==> config.mk <==
export PLATFORM = sky130hd
export DESIGN_NAME = bipc_ctrl
export DESIGN_NICKNAME = d
export VERILOG_FILES = /design/src/hdl/bipc_pkg.sv /design/src/hdl/bipc_ctrl.sv
export SDC_FILE = /design/constraint.sdc
export NUM_CORES = 1
export LEC_CHECK = 0
export ABC_AREA = 1
export BUFFER_PORTS_ARGS = -buffer_cell sky130_fd_sc_hd__buf_2
export CORE_AREA = 2 2 39 41
export DETAILED_ROUTE_END_ITERATION = 10
export DIE_AREA = 0 0 41 43
export PLACE_DENSITY = 0.65
export SYNTH_ARGS = -nofsm -noshare
export SYNTH_HDL_FRONTEND = slang
export SYNTH_SLANG_ARGS = --single-unit
==> constraint.sdc <==
create_clock -name clk_i -period 3.5 [get_ports clk_i]
set_clock_uncertainty 0.1 [all_clocks]
set_input_delay 0.7 -clock clk_i [delete_from_list [all_inputs] [get_ports clk_i]]
set_output_delay 0.7 -clock clk_i [all_outputs]
set_load 0.03 [all_outputs]
==> src/hdl/bipc_pkg.sv <==
// Shared types and constants for the binomial interval probability core.
// No dependencies; imported by the controller, datapath and top level.
`timescale 1ns / 1ps
package bipc_pkg;

  localparam int unsigned COEF_W    = 62;   // mantissa and coefficient width
  localparam int unsigned EXP_W     = 9;    // shift count, holds MAX_SHIFT plus a full shift
  localparam int unsigned MAX_SHIFT = 200;
  localparam int unsigned ACC_W     = 125;  // 62 x 63 bit product
  localparam int unsigned SUM_W     = 33;   // Q1.32 result
  localparam int unsigned CNT_W     = 6;

  typedef enum logic [3:0] {
    ST_IDLE,
    ST_BUILD,
    ST_SKIP,
    ST_LOAD_TERM,
    ST_NORM,
    ST_DECIDE,
    ST_MUL,
    ST_MUL_END,
    ST_TERM_END,
    ST_FINISH
  } state_e;

  typedef struct packed {
    logic load;        // latch item, reset row, clear counters and sum
    logic row_pascal;  // advance the coefficient row by one trial
    logic row_shift;   // move the row down by one count
    logic i_inc;
    logic k_inc;
    logic term_load;   // start a term from the row head
    logic norm_shift;
    logic norm_check;
    logic mul_step;
    logic mul_end;
    logic accum;
  } cmd_t;

  typedef struct packed {
    logic i_eq_n;
    logic k_eq_lo;
    logic k_eq_hi;
    logic empty;
    logic m_zero;
    logic m_norm;
    logic pp_last;
  } sts_t;

endpackage

==> src/hdl/bipc_ctrl.sv <==
// Controller: sequences row build, term normalize/multiply loops and the
// final hand-off. Depends on bipc_pkg; commands bipc_dp.
`timescale 1ns / 1ps
module bipc_ctrl (
  input  logic            clk_i,
  input  logic            rst_ni,
  input  logic            in_valid_i,
  output logic            in_ready_o,
  input  logic            out_free_i,
  output logic            out_load_o,
  input  bipc_pkg::sts_t  sts_i,
  output bipc_pkg::cmd_t  cmd_o
);
  import bipc_pkg::*;

  state_e state_q, state_d;

  always_ff @(posedge clk_i or negedge rst_ni) begin
    if (!rst_ni) begin
      state_q <= ST_IDLE;
    end else begin
      state_q <= state_d;
    end
  end

  always_comb begin
    state_d    = state_q;
    cmd_o      = '0;
    in_ready_o = 1'b0;
    out_load_o = 1'b0;
    case (state_q)
      ST_IDLE: begin
        in_ready_o = 1'b1;
        if (in_valid_i) begin
          cmd_o.load = 1'b1;
          state_d    = ST_BUILD;
        end
      end
      ST_BUILD: begin
        if (sts_i.i_eq_n) begin
          state_d = sts_i.empty ? ST_FINISH : ST_SKIP;
        end else begin
          cmd_o.row_pascal = 1'b1;
          cmd_o.i_inc      = 1'b1;
        end
      end
      ST_SKIP: begin
        if (sts_i.k_eq_lo) begin
          state_d = ST_LOAD_TERM;
        end else begin
          cmd_o.row_shift = 1'b1;
          cmd_o.k_inc     = 1'b1;
        end
      end
      ST_LOAD_TERM: begin
        cmd_o.term_load = 1'b1;
        state_d         = ST_NORM;
      end
      ST_NORM: begin
        if (!sts_i.m_zero && !sts_i.m_norm) begin
          cmd_o.norm_shift = 1'b1;
        end else begin
          cmd_o.norm_check = 1'b1;
          state_d          = ST_DECIDE;
        end
      end
      ST_DECIDE: begin
        state_d = (sts_i.m_zero || sts_i.i_eq_n) ? ST_TERM_END : ST_MUL;
      end
      ST_MUL: begin
        cmd_o.mul_step = 1'b1;
        if (sts_i.pp_last) state_d = ST_MUL_END;
      end
      ST_MUL_END: begin
        cmd_o.mul_end = 1'b1;
        cmd_o.i_inc   = 1'b1;
        state_d       = ST_NORM;
      end
      ST_TERM_END: begin
        cmd_o.accum = 1'b1;
        if (sts_i.k_eq_hi) begin
          state_d = ST_FINISH;
        end else begin
          cmd_o.row_shift = 1'b1;
          cmd_o.k_inc     = 1'b1;
          state_d         = ST_LOAD_TERM;
        end
      end
      ST_FINISH: begin
        if (out_free_i) begin
          out_load_o = 1'b1;
          state_d    = ST_IDLE;
        end
      end
      default: state_d = ST_IDLE;
    endcase
  end

  a_load_free: assert property (@(posedge clk_i) disable iff (!rst_ni)
    out_load_o |-> out_free_i) else $error("result loaded into a full slot");
  a_mul_end: assert property (@(posedge clk_i) disable iff (!rst_ni)
    (state_q == ST_MUL && sts_i.pp_last) |=> state_q == ST_MUL_END)
    else $error("multiply did not close after last partial product");
  a_norm_hold: assert property (@(posedge clk_i) disable iff (!rst_ni)
    (state_q == ST_NORM && !sts_i.m_zero && !sts_i.m_norm) |=> state_q == ST_NORM)
    else $error("normalize left early");

endmodule

==> impl_results.md <==
- Psw: around 0.00028 W
- # nets final: 123
- DRT iter0 DRCs: 5
- TNS Setup: 0 ps
- Combinational share of power: a little over two thirds
- Clk network pwr share: 11.1%
- Int Power: roughly 0.00021 W
- Cell Count Post-Placement: 123
- Routability Congestion: 0.810
- FMAX: around 0.45 GHz
- RSZ-0062 raised after global routing: no
- Commonest non-fill, non-tap cell in the layout: buf_2
- Critical path's slowest cell: dfrtp_1
- DP HPWL: between 1000 and 1500 um
- Max Slew Vio Count: 0
- CTS sink count: 4
- Startpoint types: flop
- Most frequent cells in the layout: 23 x buf_2, 17 x nand2_1, 13 x inv_1, 13 x nor2_1, 11 x nand3_1
- CTS Hold Bufs: 0
- Synth Warn #: 0
- Leakage power total: 0.409 nW
- Worst path max stage delay: roughly 450 ps
- Post-CTS setup buffer count: 0
- Switch share: between 50% and 60%
- Num rows: 14
- WL final: 1210 um
- CTS Buffer Depth: 2
- Post-layout instance area: between 600 and 700 um2
- I/O pins: 24
- Layout area overhead: 30.8%
- Pwr dens: between 700 and 800 nW/um2
- CTS Buf Count: 3
- WL/cell: between 9 and 10 um
- Delay-heaviest family, CP: flip-flops
- Worst Hold Class: in -> async
- Hold Violations, Final: 0
- Starting Density: between 30% and 40%
- Seq/Total Area, Yosys: 20.5%
- Drt via density: roughly 4.5
- Antenna violations before repair: 0
- Tot GR Track Use: 14.5%
- First-pass GRT wire length: 1800 um
- Chip width: 41 um
- CTS tree: done
- Least-Margin Pin Slew: between 200 and 250 ps
- # port buffers: 23
- Clock root cell: clkbuf_4
- # diodes: 0
- Clk_lat worst skew: between 200 and 250 ps
- Share of cells above drive strength 1: approximately two fifths
- Vias: 573
- Worst Path Class, Setup: reg -> out
- Largest registers: state_q (4)
- Post-CTS sizing: 0
- Syn nets: 96
- Number of global-route vias before repair: between 400 and 500
- Final setup fails: 0
- #FFs+latches synth: 4
- Post-route ant nets: 0
- Worst r2r src: state_q[0]
- Sequential power share: between 10% and 20%
- Largest reg by FF count: state_q
- Worst path bufs/invs: 3
- Dpl cell area: a little over 600 um2
- Crit-path cells: inv_1, nand2_2, nor2_1, inv_1, nor2_1, buf_2
- Synth Cell Area: 488 um2
- Syn Inst Count: 85
- Initial DRT Pass Iterations: 4
- DRC Markers: 0
- Worst Setup SP: state_q[1]
- Rel. slew slack: a little over four fifths
- Final worst-path cycle share: a little under two thirds
- Non-filler cells, final: roughly 130
- DIE HEIGHT: 43 um
- CP arrival: 1430 ps
- Avg Inst Size Synth: 5.74 um2
- Core ar.: between 1000 and 1500 um2
- Unique masters post-synth: 16
- CTS clk-pin slew, worst paths: approximately 30 ps
- Largest net degree at the start of global routing: 9
- Remaining global-route overflow: 0
- Max-cap violation count: 0
- VDD IR max: a little under 0.0003 V
- Critical Path Sink Type: output port
- Req. time, crit path: 2700 ps
- Area of the die: about 1800 um2
- Status: finished, final reports clean
- H-Tree Depth: 1
- Max FFs per register: 4
- Crit Path Max Fanout: 5
- Final min period: 2230 ps
[stage by stage]
step	total power, W	setup WS [ps]	hold WS (ps)	utilization, %
floorplan	0.000355	961	304	-
global placement	0.000428	1390	407	44.5
detailed placement	0.000432	1370	409	44.5
CTS	0.000490	1270	162	46.1
global route	0.000526	1150	165	46.1
finish	0.000486	1270	170	46.1
[final cells by class]
type	instances	area, um2
multi-input combinational	62	313
clock buffer	3	22.5
inverter	18	67.6
tap	16	20.0
timing repair buffer	23	115
fill	151	746
sequential	4	100
[Yosys cell counts (all sizes together)]
cell type | n | share of area [%]
nor3 | 2 | 2.1
nand3b | 1 | 1.5
a21oi | 1 | 1.0
inv | 18 | 14
dfrtp | 4 | 21
o211ai | 1 | 1.5
nand3 | 12 | 13
nor2 | 19 | 21
buf | 1 | 1.5
o21ai | 3 | 3.1
nand2 | 23 | 21
[logic make-up after synthesis]
| kind of cell | Yosys count | share of synthesized area (%) |
|---|---|---|
| compound gates | 5 | 5.64 |
| buf+inv | 19 | 15.4 |
| flops | 4 | 20.5 |
| simple gates | 57 | 58.5 |
[worst paths after layout]
| path | to | slack (ps) | cells after the start |
|---|---|---|---|
| min reg2reg | state_q[0] | 490 | 2 |
| min in group clk_i | state_q[0] | 490 | 2 |
| max reg2reg | state_q[0] | 2130 | 8 |
| max in group asynchronous | state_q[1] | 3010 | 1 |
| max | cmd_o[3] | 1270 | 6 |
| min | state_q[2] | 170 | 1 |
[power by group through the flow]
stage,logic [W],clock network (W),registers [W]
after floorplan,0.000268,0,0.0000874
after global placement,0.000335,0,0.0000926
after detailed placement,0.000340,0,0.0000928
after CTS,0.000340,0.0000573,0.0000922
after global routing,0.000372,0.0000596,0.0000947
final,0.000339,0.0000539,0.0000931
[layer usage]
layer  track usage [%]  wire, um
met3                 0        28
met1              19.2       544
met5                 0         0
met4              6.00         0
met2              23.8       636
(Power assumes the default switching activity.)
